### src/rla_pkg.sv
// Package with shared types and constants for the rate limited rudder actuator.
`default_nettype none

package rla_pkg;

  localparam int POS_W    = 16;
  localparam int DIFF_W   = 18;
  localparam int MAG_W    = 17;
  localparam int VEL_W    = 21;
  localparam int CUR_W    = 12;
  localparam int MV_W     = 13;
  localparam int STEP_W   = 15;
  localparam int LIM_W    = 15;
  localparam int TMO_W    = 16;
  localparam int RATE_W   = 10;
  localparam int CFG_W    = 16;
  localparam int IDX_W    = 3;
  localparam int MUL_A_W  = 18;
  localparam int MUL_B_W  = 14;
  localparam int PROD_W   = MUL_A_W + MUL_B_W;
  localparam int FRAC_W   = 14;
  localparam int DIV_STEPS = CUR_W;
  localparam int DIV_CNT_W = $clog2(DIV_STEPS);
  localparam int DIVIDEND_W = 27;

  localparam logic [CUR_W-1:0]  CURRENT_FULL_MA = 12'd3000;
  localparam logic [MV_W-1:0]   SENSOR_MAX      = 13'd8191;

  localparam logic [IDX_W-1:0] REG_STEP_PER_TICK = 3'd0;
  localparam logic [IDX_W-1:0] REG_POSITION_LIM  = 3'd1;
  localparam logic [IDX_W-1:0] REG_WATCHDOG_TMO  = 3'd2;
  localparam logic [IDX_W-1:0] REG_TICK_RATE     = 3'd3;
  localparam logic [IDX_W-1:0] REG_CAL_CENTER    = 3'd4;
  localparam logic [IDX_W-1:0] REG_CAL_PORT      = 3'd5;
  localparam logic [IDX_W-1:0] REG_CAL_STBD      = 3'd6;

  localparam logic [STEP_W-1:0] STEP_RESET   = 15'd56;
  localparam logic [LIM_W-1:0]  LIMIT_RESET  = 15'd14746;
  localparam logic [TMO_W-1:0]  TMO_RESET    = 16'd2000;
  localparam logic [RATE_W-1:0] RATE_RESET   = 10'd20;
  localparam logic [MV_W-1:0]   CENTER_RESET = 13'd1650;
  localparam logic [MV_W-1:0]   PORT_RESET   = 13'd330;
  localparam logic [MV_W-1:0]   STBD_RESET   = 13'd2970;

  typedef enum logic [1:0] {
    MUL_VEL = 2'd0,
    MUL_SNS = 2'd1,
    MUL_CUR = 2'd2
  } mul_sel_t;

  typedef struct packed {
    logic     load_in;
    logic     update;
    logic     mul_en;
    mul_sel_t mul_sel;
    logic     latch_vel;
    logic     latch_sns;
    logic     div_init;
    logic     div_step;
    logic     load_out;
  } ctrl_cmd_t;

  typedef struct packed {
    logic out_full;
  } dp_status_t;

endpackage

`default_nettype wire

### src/rla_ctrl.sv
// Controller state machine that sequences one control tick through the datapath.
`default_nettype none

module rla_ctrl (
  input  logic               clk,
  input  logic               rst,
  input  logic               in_valid,
  output logic               in_ready,
  input  rla_pkg::dp_status_t status,
  output rla_pkg::ctrl_cmd_t  cmd
);
  import rla_pkg::*;

  typedef enum logic [7:0] {
    S_IDLE  = 8'b0000_0001,
    S_STEP  = 8'b0000_0010,
    S_MVEL  = 8'b0000_0100,
    S_MSNS  = 8'b0000_1000,
    S_MCUR  = 8'b0001_0000,
    S_DINIT = 8'b0010_0000,
    S_DIV   = 8'b0100_0000,
    S_DONE  = 8'b1000_0000
  } state_t;

  state_t state;
  state_t state_next;
  logic [DIV_CNT_W-1:0] cnt;
  logic [DIV_CNT_W-1:0] cnt_next;

  always_ff @(posedge clk) begin
    if (rst) begin
      state <= S_IDLE;
      cnt   <= '0;
    end else begin
      state <= state_next;
      cnt   <= cnt_next;
    end
  end

  always_comb begin
    state_next = state;
    cnt_next   = cnt;
    cmd        = '0;
    cmd.mul_sel = MUL_VEL;
    in_ready   = 1'b0;
    case (state)
      S_IDLE: begin
        in_ready = 1'b1;
        if (in_valid) begin
          cmd.load_in = 1'b1;
          state_next  = S_STEP;
        end
      end
      S_STEP: begin
        cmd.update = 1'b1;
        state_next = S_MVEL;
      end
      S_MVEL: begin
        cmd.mul_en  = 1'b1;
        cmd.mul_sel = MUL_VEL;
        state_next  = S_MSNS;
      end
      S_MSNS: begin
        cmd.latch_vel = 1'b1;
        cmd.mul_en    = 1'b1;
        cmd.mul_sel   = MUL_SNS;
        state_next    = S_MCUR;
      end
      S_MCUR: begin
        cmd.latch_sns = 1'b1;
        cmd.mul_en    = 1'b1;
        cmd.mul_sel   = MUL_CUR;
        state_next    = S_DINIT;
      end
      S_DINIT: begin
        cmd.div_init = 1'b1;
        cnt_next     = '0;
        state_next   = S_DIV;
      end
      S_DIV: begin
        cmd.div_step = 1'b1;
        cnt_next     = cnt + 1'b1;
        if (cnt == DIV_CNT_W'(DIV_STEPS - 1)) begin
          state_next = S_DONE;
        end
      end
      S_DONE: begin
        if (!status.out_full) begin
          cmd.load_out = 1'b1;
          state_next   = S_IDLE;
        end
      end
      default: begin
        state_next = S_IDLE;
      end
    endcase
  end

endmodule

`default_nettype wire

### src/rla_datapath.sv
// Datapath with configuration registers, actuator state, shared multiplier and current divider.
`default_nettype none

module rla_datapath (
  input  logic                              clk,
  input  logic                              rst,
  input  rla_pkg::ctrl_cmd_t                cmd,
  output rla_pkg::dp_status_t               status,
  input  logic                              cfg_we,
  input  logic [rla_pkg::IDX_W-1:0]         cfg_index,
  input  logic [rla_pkg::CFG_W-1:0]         cfg_data,
  input  logic signed [rla_pkg::POS_W-1:0]  target_pos,
  input  logic                              clutch_request,
  input  logic [rla_pkg::TMO_W-1:0]         pilot_age_ms,
  output logic                              out_valid,
  input  logic                              out_ready,
  output logic signed [rla_pkg::POS_W-1:0]  position,
  output logic signed [rla_pkg::VEL_W-1:0]  velocity,
  output logic [rla_pkg::CUR_W-1:0]         motor_current_ma,
  output logic [rla_pkg::MV_W-1:0]          sensor_mv,
  output logic                              engaged,
  output logic                              fault,
  output logic                              request_dropped
);
  import rla_pkg::*;

  logic [STEP_W-1:0] step_per_tick;
  logic [LIM_W-1:0]  position_limit;
  logic [TMO_W-1:0]  wd_timeout;
  logic [RATE_W-1:0] tick_rate_hz;
  logic [MV_W-1:0]   cal_center_mv;
  logic [MV_W-1:0]   cal_port_mv;
  logic [MV_W-1:0]   cal_stbd_mv;

  always_ff @(posedge clk) begin
    if (rst) begin
      step_per_tick  <= STEP_RESET;
      position_limit <= LIMIT_RESET;
      wd_timeout     <= TMO_RESET;
      tick_rate_hz   <= RATE_RESET;
      cal_center_mv  <= CENTER_RESET;
      cal_port_mv    <= PORT_RESET;
      cal_stbd_mv    <= STBD_RESET;
    end else if (cfg_we) begin
      case (cfg_index)
        REG_STEP_PER_TICK: step_per_tick  <= cfg_data[STEP_W-1:0];
        REG_POSITION_LIM:  position_limit <= cfg_data[LIM_W-1:0];
        REG_WATCHDOG_TMO:  wd_timeout     <= cfg_data[TMO_W-1:0];
        REG_TICK_RATE:     tick_rate_hz   <= cfg_data[RATE_W-1:0];
        REG_CAL_CENTER:    cal_center_mv  <= cfg_data[MV_W-1:0];
        REG_CAL_PORT:      cal_port_mv    <= cfg_data[MV_W-1:0];
        REG_CAL_STBD:      cal_stbd_mv    <= cfg_data[MV_W-1:0];
        default: ;
      endcase
    end
  end

  // Captured input item.
  logic signed [POS_W-1:0] tgt;
  logic                    req_in;
  logic [TMO_W-1:0]        age;

  always_ff @(posedge clk) begin
    if (cmd.load_in) begin
      tgt    <= target_pos;
      req_in <= clutch_request;
      age    <= pilot_age_ms;
    end
  end

  // Watchdog, clutch and rate limited position update.
  logic signed [POS_W-1:0]  pos_reg;
  logic                     clutch_on;
  logic                     fault_state;
  logic                     dropped;
  logic signed [DIFF_W-1:0] delta;

  logic                     wd_fire;
  logic                     req_eff;
  logic                     fault_next;
  logic signed [DIFF_W-1:0] err;
  logic signed [DIFF_W-1:0] stp_s;
  logic signed [DIFF_W-1:0] lim_s;
  logic signed [DIFF_W-1:0] pos_x;
  logic signed [DIFF_W-1:0] p_next;

  always_comb begin
    wd_fire = (age > wd_timeout) && clutch_on;
    req_eff = req_in && !wd_fire;
    if (wd_fire) begin
      fault_next = 1'b1;
    end else if (req_eff && !clutch_on) begin
      fault_next = 1'b0;
    end else begin
      fault_next = fault_state;
    end
    pos_x = DIFF_W'(pos_reg);
    stp_s = signed'({{(DIFF_W-STEP_W){1'b0}}, step_per_tick});
    lim_s = signed'({{(DIFF_W-LIM_W){1'b0}}, position_limit});
    err   = DIFF_W'(tgt) - pos_x;
    if (err > stp_s) begin
      p_next = pos_x + stp_s;
    end else if (err < -stp_s) begin
      p_next = pos_x - stp_s;
    end else begin
      p_next = DIFF_W'(tgt);
    end
    if (p_next > lim_s) begin
      p_next = lim_s;
    end
    if (p_next < -lim_s) begin
      p_next = -lim_s;
    end
    if (!req_eff) begin
      p_next = pos_x;
    end
  end

  always_ff @(posedge clk) begin
    if (rst) begin
      pos_reg     <= '0;
      clutch_on   <= 1'b0;
      fault_state <= 1'b0;
    end else if (cmd.update) begin
      pos_reg     <= p_next[POS_W-1:0];
      clutch_on   <= req_eff;
      fault_state <= fault_next;
    end
  end

  always_ff @(posedge clk) begin
    if (cmd.update) begin
      dropped <= wd_fire;
      delta   <= p_next - pos_x;
    end
  end

  logic [MAG_W-1:0]         mag;
  logic signed [DIFF_W-1:0] delta_abs;

  always_comb begin
    delta_abs = (delta < 0) ? -delta : delta;
    mag       = delta_abs[MAG_W-1:0];
  end

  // Shared multiplier with registered product.
  logic signed [MUL_A_W-1:0] mul_a;
  logic signed [MUL_B_W-1:0] mul_b;
  logic signed [PROD_W-1:0]  prod;
  logic signed [MUL_B_W-1:0] span;

  always_comb begin
    if (pos_reg >= 0) begin
      span = signed'({1'b0, cal_stbd_mv}) - signed'({1'b0, cal_center_mv});
    end else begin
      span = signed'({1'b0, cal_center_mv}) - signed'({1'b0, cal_port_mv});
    end
    case (cmd.mul_sel)
      MUL_VEL: begin
        mul_a = delta;
        mul_b = signed'({{(MUL_B_W-RATE_W){1'b0}}, tick_rate_hz});
      end
      MUL_SNS: begin
        mul_a = MUL_A_W'(pos_reg);
        mul_b = span;
      end
      MUL_CUR: begin
        mul_a = signed'({{(MUL_A_W-MAG_W){1'b0}}, mag});
        mul_b = signed'({{(MUL_B_W-CUR_W){1'b0}}, CURRENT_FULL_MA});
      end
      default: begin
        mul_a = '0;
        mul_b = '0;
      end
    endcase
  end

  always_ff @(posedge clk) begin
    if (cmd.mul_en) begin
      prod <= mul_a * mul_b;
    end
  end

  // Velocity saturation and sensor interpolation from the product.
  localparam logic signed [PROD_W-1:0] VEL_MAX = PROD_W'((1 << (VEL_W - 1)) - 1);
  localparam logic signed [PROD_W-1:0] VEL_MIN = -PROD_W'(1 << (VEL_W - 1));

  logic signed [VEL_W-1:0]  vel;
  logic [MV_W-1:0]          sns;
  logic signed [PROD_W:0]   num;
  logic [PROD_W-FRAC_W:0]   mv_full;

  always_comb begin
    num     = signed'({{(PROD_W - MV_W - FRAC_W + 1){1'b0}}, cal_center_mv,
                       {FRAC_W{1'b0}}}) + (PROD_W + 1)'(prod);
    mv_full = num[PROD_W:FRAC_W];
  end

  always_ff @(posedge clk) begin
    if (cmd.latch_vel) begin
      if (prod > VEL_MAX) begin
        vel <= VEL_MAX[VEL_W-1:0];
      end else if (prod < VEL_MIN) begin
        vel <= VEL_MIN[VEL_W-1:0];
      end else begin
        vel <= prod[VEL_W-1:0];
      end
    end
    if (cmd.latch_sns) begin
      if (num <= 0) begin
        sns <= '0;
      end else if (mv_full > (PROD_W - FRAC_W + 1)'(SENSOR_MAX)) begin
        sns <= SENSOR_MAX;
      end else begin
        sns <= mv_full[MV_W-1:0];
      end
    end
  end

  // Restoring divider for mag * 3000 / step, one quotient bit per cycle.
  logic [STEP_W-1:0] rem;
  logic [CUR_W-1:0]  quo;
  logic [STEP_W:0]   trial;
  logic              qbit;

  always_comb begin
    trial = {rem, quo[CUR_W-1]};
    qbit  = trial >= {1'b0, step_per_tick};
  end

  always_ff @(posedge clk) begin
    if (cmd.div_init) begin
      rem <= prod[DIVIDEND_W-1:CUR_W];
      quo <= prod[CUR_W-1:0];
    end else if (cmd.div_step) begin
      rem <= qbit ? STEP_W'(trial - {1'b0, step_per_tick}) : trial[STEP_W-1:0];
      quo <= {quo[CUR_W-2:0], qbit};
    end
  end

  logic [CUR_W-1:0] current;

  always_comb begin
    if (!clutch_on || step_per_tick == '0) begin
      current = '0;
    end else if (mag > MAG_W'(step_per_tick)) begin
      current = CURRENT_FULL_MA;
    end else begin
      current = quo;
    end
  end

  // Output register.
  always_ff @(posedge clk) begin
    if (rst) begin
      out_valid <= 1'b0;
    end else if (cmd.load_out) begin
      out_valid <= 1'b1;
    end else if (out_ready) begin
      out_valid <= 1'b0;
    end
  end

  always_ff @(posedge clk) begin
    if (cmd.load_out) begin
      position         <= pos_reg;
      velocity         <= vel;
      motor_current_ma <= current;
      sensor_mv        <= sns;
      engaged          <= clutch_on;
      fault            <= fault_state;
      request_dropped  <= dropped;
    end
  end

  assign status.out_full = out_valid && !out_ready;

endmodule

`default_nettype wire

### src/rate_limited_rudder_actuator.sv
// Top level of the rate limited rudder actuator.
// Each input transfer is one control tick and yields exactly one result transfer. A tick
// passes from its input transfer to the output register through these steps in order: one
// update step, three passes through the shared 18x14 multiplier, one divider setup step, the
// bit-serial divider that forms the 12-bit motor current one quotient bit at a time, and the
// step that loads the result. A new tick is taken the cycle after the previous result is
// loaded, even while that result waits for out_ready; a result still waiting when the next
// one is ready holds the block until it is taken.
// Configuration writes land at once and are meant for times when no tick is in flight.
`default_nettype none

module rate_limited_rudder_actuator (
  input  logic                              clk,
  input  logic                              rst,
  input  logic                              cfg_we,
  input  logic [rla_pkg::IDX_W-1:0]         cfg_index,
  input  logic [rla_pkg::CFG_W-1:0]         cfg_data,
  input  logic                              in_valid,
  output logic                              in_ready,
  input  logic signed [rla_pkg::POS_W-1:0]  target_pos,
  input  logic                              clutch_request,
  input  logic [rla_pkg::TMO_W-1:0]         pilot_age_ms,
  output logic                              out_valid,
  input  logic                              out_ready,
  output logic signed [rla_pkg::POS_W-1:0]  position,
  output logic signed [rla_pkg::VEL_W-1:0]  velocity,
  output logic [rla_pkg::CUR_W-1:0]         motor_current_ma,
  output logic [rla_pkg::MV_W-1:0]          sensor_mv,
  output logic                              engaged,
  output logic                              fault,
  output logic                              request_dropped
);
  import rla_pkg::*;

  ctrl_cmd_t  cmd;
  dp_status_t status;

  rla_ctrl u_ctrl (
    .clk      (clk),
    .rst      (rst),
    .in_valid (in_valid),
    .in_ready (in_ready),
    .status   (status),
    .cmd      (cmd)
  );

  rla_datapath u_datapath (
    .clk              (clk),
    .rst              (rst),
    .cmd              (cmd),
    .status           (status),
    .cfg_we           (cfg_we),
    .cfg_index        (cfg_index),
    .cfg_data         (cfg_data),
    .target_pos       (target_pos),
    .clutch_request   (clutch_request),
    .pilot_age_ms     (pilot_age_ms),
    .out_valid        (out_valid),
    .out_ready        (out_ready),
    .position         (position),
    .velocity         (velocity),
    .motor_current_ma (motor_current_ma),
    .sensor_mv        (sensor_mv),
    .engaged          (engaged),
    .fault            (fault),
    .request_dropped  (request_dropped)
  );

endmodule

`default_nettype wire
### config.mk
export PLATFORM = sky130hd
export DESIGN_NAME = rate_limited_rudder_actuator
export DESIGN_NICKNAME = d
export VERILOG_FILES = /design/src/rla_pkg.sv /design/src/rla_ctrl.sv /design/src/rla_datapath.sv /design/src/rate_limited_rudder_actuator.sv
export SDC_FILE = /design/constraint.sdc
export NUM_CORES = 2
export LEC_CHECK = 0
export ABC_AREA = 0
export BUFFER_PORTS_ARGS = -buffer_cell sky130_fd_sc_hd__buf_2
export CORE_MARGIN = 2
export CORE_UTILIZATION = 50
export DETAILED_ROUTE_END_ITERATION = 7
export HOLD_SLACK_MARGIN = 0.1
export PLACE_DENSITY = 0.77
export SLEW_MARGIN = 20
export SYNTH_ARGS = -nofsm -noshare
export SYNTH_HDL_FRONTEND = slang
export SYNTH_SLANG_ARGS = --single-unit
export TNS_END_PERCENT = 10
### constraint.sdc
create_clock -name clk -period 19.3 [get_ports clk]
set_input_delay 5.79 -clock clk [delete_from_list [all_inputs] [get_ports clk]]
set_output_delay 5.79 -clock clk [all_outputs]
set_load 0.05 [all_outputs]
Word-level counts from Yosys, hierarchy flattened
Cells that the tools add are included.
Word-level totals
  logic and storage cells: 139
  register bits: 336
  output and inout port bits: 67
  input port bits: 57
Cells by class
  mux-type cells: 37
  order comparisons: 13
  reduce and logical (&&, ||, !) cells: 25
  equality and inequality tests: 20
  multiply operators: 1
  $add $sub $neg: 12
Operator list (count)
  $mux 18: 5
  $pmux 8 s8: 1
  $pmux 18 s3: 1
  $mux 15: 3
  $pmux 14 s3: 1
  $gt 18x16->1: 2
  $lt 18x18->1: 2
  $mux 12: 3
  $neg 15->18: 2
  $sub 16x16->17: 2
  $add 28x32->33: 1
  $le 33x1->1 const B: 1
  $gt 32x21->1 const B: 1
  $lt 32x21->1 const B: 1
  $mul 18x14->32: 1
  $sub 13x13->14: 2
  $mux 8: 3
  $mux 21: 1
  $gt 19x13->1 const B: 1
  $lt 18x1->1 const B: 1
  $sub 18x16->18: 1
  $add 16x16->17: 1
  $gt 17x15->1: 1
  $mux 17: 1
  37 further kinds: 69

Logic depth before layout (Yosys ltp)
  depth after elaboration: 10
  depth in mapped cells: 70
  depth with buffers taken out: 67

Cells and area by module
Synthesis repeated with hierarchy kept, for this count alone.
Unflattened totals
  cells, all modules: 3342
  area total of the unflattened synthesis: 30630.6 sq um
Modules (own cells, without submodules)
  rla_datapath: times used 1, seq. area each 8588.2 sq um, cells an instance 3272, area an instance 29978.8 sq um
  rla_ctrl: times used 1, seq. area each 240.2 sq um, cells an instance 70, area an instance 651.9 sq um

Worst setup path before layout
No wires, ideal clock.
  path kind: flip-flop to flip-flop
  start point: reg u_datapath.pos_reg[1]
  end point: reg u_datapath.delta[16], data pin
  arrival: 12.192 ns
  cell stages (with the launch flop): 69
  period minus slack after synthesis: 12.451 ns
  setup time: 0.259 ns
  buffers on the path: 4
  data required time: 19.041 ns
  slack: 6.849 ns
  cells stage by stage: dfxtp_1 -> inv_1 -> ha_1 -> nor2b_1 -> o31a_1 -> or2_2 -> o31a_1 -> o21a_1 -> o22a_1 -> and2_1 -> o21ai_0 -> nand2b_1 -> xor2_1 -> ha_1 -> nor3_1 -> o21ai_0 -> a31oi_1 -> o31a_1 -> [... 33 more ...] -> mux2i_1 -> ha_1 -> fa_1 -> nor2b_1 -> o21ai_0 -> a21boi_0 -> o21ai_0 -> a21boi_0 -> o21ai_0 -> a21boi_0 -> o21ai_0 -> a21boi_0 -> o21ai_0 -> a21boi_0 -> o21ai_0 -> a21boi_0 -> nor4_1 -> a211o_1
Between the ends
  longest elaborated chain between the ends: 10
  elaborated cells between the ends (all ways): 13
  those cells by class: add/sub: 4; order compare: 4; mux: 5
RTL lines
  from (decl): RTL line rla_datapath.sv:72  | logic signed [POS_W-1:0] pos_reg;
  from (signal assigned): RTL line rla_datapath.sv:125  | pos_reg <= p_next[POS_W-1:0];
  $sub 16x16->17: RTL line rla_datapath.sv:100  | err = DIFF_W'(tgt) - pos_x;
  $lt 18x18->1: RTL line rla_datapath.sv:103  | end else if (err < -stp_s) begin
  $mux 18: RTL line rla_datapath.sv:103
  $mux 18: RTL line rla_datapath.sv:101  | if (err > stp_s) begin
  $gt 18x16->1: RTL line rla_datapath.sv:108  | if (p_next > lim_s) begin
  $mux 18: RTL line rla_datapath.sv:108
  $lt 18x18->1: RTL line rla_datapath.sv:111  | if (p_next < -lim_s) begin
  $mux 18: RTL line rla_datapath.sv:111
  $mux 18: RTL line rla_datapath.sv:114  | if (!req_eff) begin
  $sub 18x16->18 *: RTL line rla_datapath.sv:134  | delta <= p_next - pos_x;
  to (signal assigned): RTL line rla_datapath.sv:134
  to (decl): RTL line rla_datapath.sv:76  | logic signed [DIFF_W-1:0] delta;
Mark *: on every way between the ends. The rest lies on a longest branch, timed or not.
A chain may end at the register's enable or synchronous reset.

Final worst setup path
Ends and elaborated chain as after synthesis.

==> metrics <==
status=complete, no violations; vias per inst=5.858; maxcap violations=0; Final min period=14.97 ns; worst path arrival time=15.33 ns; pwr dens=124.6 nW/um2; fmax=0.06679 GHz; Post-synth EDFFs=210; commonest non-fill, non-tap cell in the layout=nand2_1; synth top area cells=edfxtp_1 21%, fa_1 17%, ha_1 12%, dfxtp_1 8.3%, nand2_1 5.6%; CTS root buf=clkbuf_16; Die Ht=250.2 um; Area Overhead vs Synth=9.818%; Total Routing Usage GR=27.93%; Syn Std Cell Area=30,300 um2; overall routed net length=86,510 um; min-delay worst type=reg -> reg; Post-Syn Area per Cell=9.139 um2; max incr delay on CP=0.76 ns; Hold-fix buffers, CTS=0; Unique masters post-synth=92; Hold Crit Start=u_datapath.sns[4]$_SDFFCE_PP0P_; Reg2Reg Capture Point=u_datapath.delta[16]$_DFFE_PP_; # IOs=124; WS Path Type=reg -> reg; layout cell share with drive strength beyond 1=8.920%; most used cell, CP=o21ai_0; antenna violation net count after detailed routing=0; final hold vios=0; slew margin rel.=24.63%; die area=62,590 um2; Largest Register=u_datapath.prod; Syn Nets=3,913; Peak VDD IR=0.00008926 V; DRT iter0 DRCs=2,327; GRT Residual Overflow=0; crit path launch type=flip-flop; Final Slew Violations=0; largest net degree at the start of global routing=73; count of cells resized by post-cts repair=0; r2r startpoint=u_datapath.pos_reg[1]$_SDFFE_PP0P_; sequential area share after synthesis=29.13%; # fillers=5,387; area share of the largest cell type after synthesis=20.81%; initial core utilization=50.40%; first-pass GRT wire length=135,800 um; clock sinks=336; Die W=250.2 um; most frequent cells in the layout=449 x nand2_1, 412 x inv_1, 288 x ha_1; fin crit share=77.58%; floorplan row count=90; setup ws final=4.328 ns; antenna cell count=0; final setup violating endpoints=0; Yosys reg bits=336; Layout Nets=4,019; clock buffer count from CTS=40; H-tree Lvls=2; Wirelength per Cell=20.43 um; hold path endpoint=u_datapath.sensor_mv[4]$_DFFE_PP_; Top Registers=u_datapath.prod x32, u_datapath.vel x21, u_datapath.velocity x21; Async SR Flop Fraction=0%; dominant cell type by area after synthesis=edfxtp_1; clock skew after layout=0.03934 ns; Main synth FF type=edfxtp_1; unrepaired setup endpoints after global routing=no; critical path's slowest cell=a311o_1; Placed Instances=4,162; CTS clk-pin slew, worst paths=0.06 ns; CTS max path bufs=3; vias=24,810; Worst Reg-to-Reg Cells=64; CTS tree=done; max reg flops=32; Pre-antenna DRT Iters=6; Worst Tran Pin Value=1.116 ns; Routability Congestion=0.9943; vias in the first global route=24,310; R2R setup slack=4.33 ns; gate count of the mapped netlist=3,316; Placement Setup Slack=4.529 ns; CP Max Fanout=27; total core area=60,130 um2; HPWL Detailed=67,850 um; Pleak=13.90 nW; warnings from Yosys=0; CP endpoint kind=flip-flop; port buffer count=123; Worst Hold Slack=0.4149 ns; hold path cells=0; Post-CTS Setup Repair Bufs=0; Fin Setup TNS=0 ns; initial antenna violation count=3; Clock Latency Late Sink=0.60 ns; CP Data Required Time=19.66 ns; drt drc=0; Layout Cells excl Fill=4,235
==> critical path: cells and delay by family, from the launching register on <==
family / cells / cell delay [ns]
AOI/OAI and AO/OA: 36 / 7.48
xor gates and xnor gates: 1 / 0.17
adders and majority gates: 8 / 2.49
buffers and inverters: 2 / 0.23
DFF: 1 / 0.72
muxes: 3 / 0.88
and+or+nand+nor: 14 / 2.72
==> cell usage after synthesis, types with 7 or more instances <==
library cell / number
inv_1: 413
xnor2_1: 105
dfxtp_1: 126
o21a_1: 49
o31a_1: 17
nor2b_1: 36
nor2_1: 284
a21boi_0: 29
o22ai_1: 18
a22oi_1: 8
nor3b_1: 8
o22a_1: 8
nand2b_1: 30
nor3_1: 39
ha_1: 288
a221o_1: 12
nand3b_1: 19
a21oi_1: 246
a31oi_1: 8
fa_1: 252
nand3_1: 36
o211ai_1: 16
or4_1: 9
o41ai_1: 7
edfxtp_1: 210
a211o_1: 28
nor4_1: 16
and2_1: 31
o21ai_0: 121
clkbuf_1: 96
nand2_1: 449
xor2_1: 17
a21o_1: 42
and3_1: 19
a211oi_2: 7
or2_2: 8
or3_1: 13
a221oi_1: 15
a21oi_2: 9
o31ai_1: 13
a211oi_1: 16
o21bai_1: 19
nand4_1: 22
mux2i_1: 8
==> cell type report <==
type / instances / area, um2 / area share (%)
multi-input combinational: 2459 / 19570 / 58.81
sequential: 336 / 8828 / 26.53
inverter: 413 / 1550 / 4.658
clock buffer: 51 / 1167 / 3.508
timing repair buffer: 172 / 983.4 / 2.955
tap: 782 / 978.4 / 2.940
clock inverter: 22 / 200.2 / 0.6015
==> per-stage QoR <==
step	instance area (um2)	util [%]	power, mW
finish	33280	55.34	4.145
global route	33280	55.34	4.495
CTS	33280	55.34	4.132
detailed placement	31910	53.06	3.343
global placement	31900	53.06	3.299
floorplan	30300	-	2.796
==> per-layer routing <==
layer  part of all wire, %  track usage [%]
met4                   4.7            12.32
met2                    44            43.94
met1                    42            38.08
met5                 0.015                0
met3                   9.1            4.624
==> worst max-delay path by stage <==
| stage | from | end | slack, ns | cells after the start |
|---|---|---|---|---|
| after floorplan | u_datapath.pos_reg[1]$_SDFFE_PP0P_ | u_datapath.delta[16]$_DFFE_PP_ | 6.85 | 68 |
| after global placement | u_datapath.pos_reg[1]$_SDFFE_PP0P_ | u_datapath.delta[16]$_DFFE_PP_ | 4.74 | 62 |
| after detailed placement | u_datapath.pos_reg[1]$_SDFFE_PP0P_ | u_datapath.delta[16]$_DFFE_PP_ | 4.53 | 62 |
| after CTS | u_datapath.pos_reg[1]$_SDFFE_PP0P_ | u_datapath.delta[16]$_DFFE_PP_ | 4.43 | 62 |
| after global routing | u_datapath.pos_reg[1]$_SDFFE_PP0P_ | u_datapath.delta[16]$_DFFE_PP_ | 3.16 | 65 |
| final | u_datapath.pos_reg[1]$_SDFFE_PP0P_ | u_datapath.delta[16]$_DFFE_PP_ | 4.33 | 64 |
==> logic make-up (layout without fill, tap and decap cells) <==
logic type      after synthesis  count (layout)  share of synthesized area, %
fa+ha+maj                   541             541                         28.58
buf+inv                     521             658                         6.540
mux                          13              13                        0.4583
xor+xnor                    122             122                         3.526
compound gates              741             741                         16.21
flops                       336             336                         29.13
simple gates               1042            1042                         15.56
==> where the power goes <==
| part | switching [mW] | internal [mW] | total [mW] |
|---|---|---|---|
| Clock | 0.334 | 0.437 | 0.771 |
| Sequential | 0.0554 | 0.884 | 0.939 |
| Combinational | 1.47 | 0.969 | 2.43 |
| Total | 1.86 | 2.29 | 4.15 |
(Power assumes the default switching activity.)
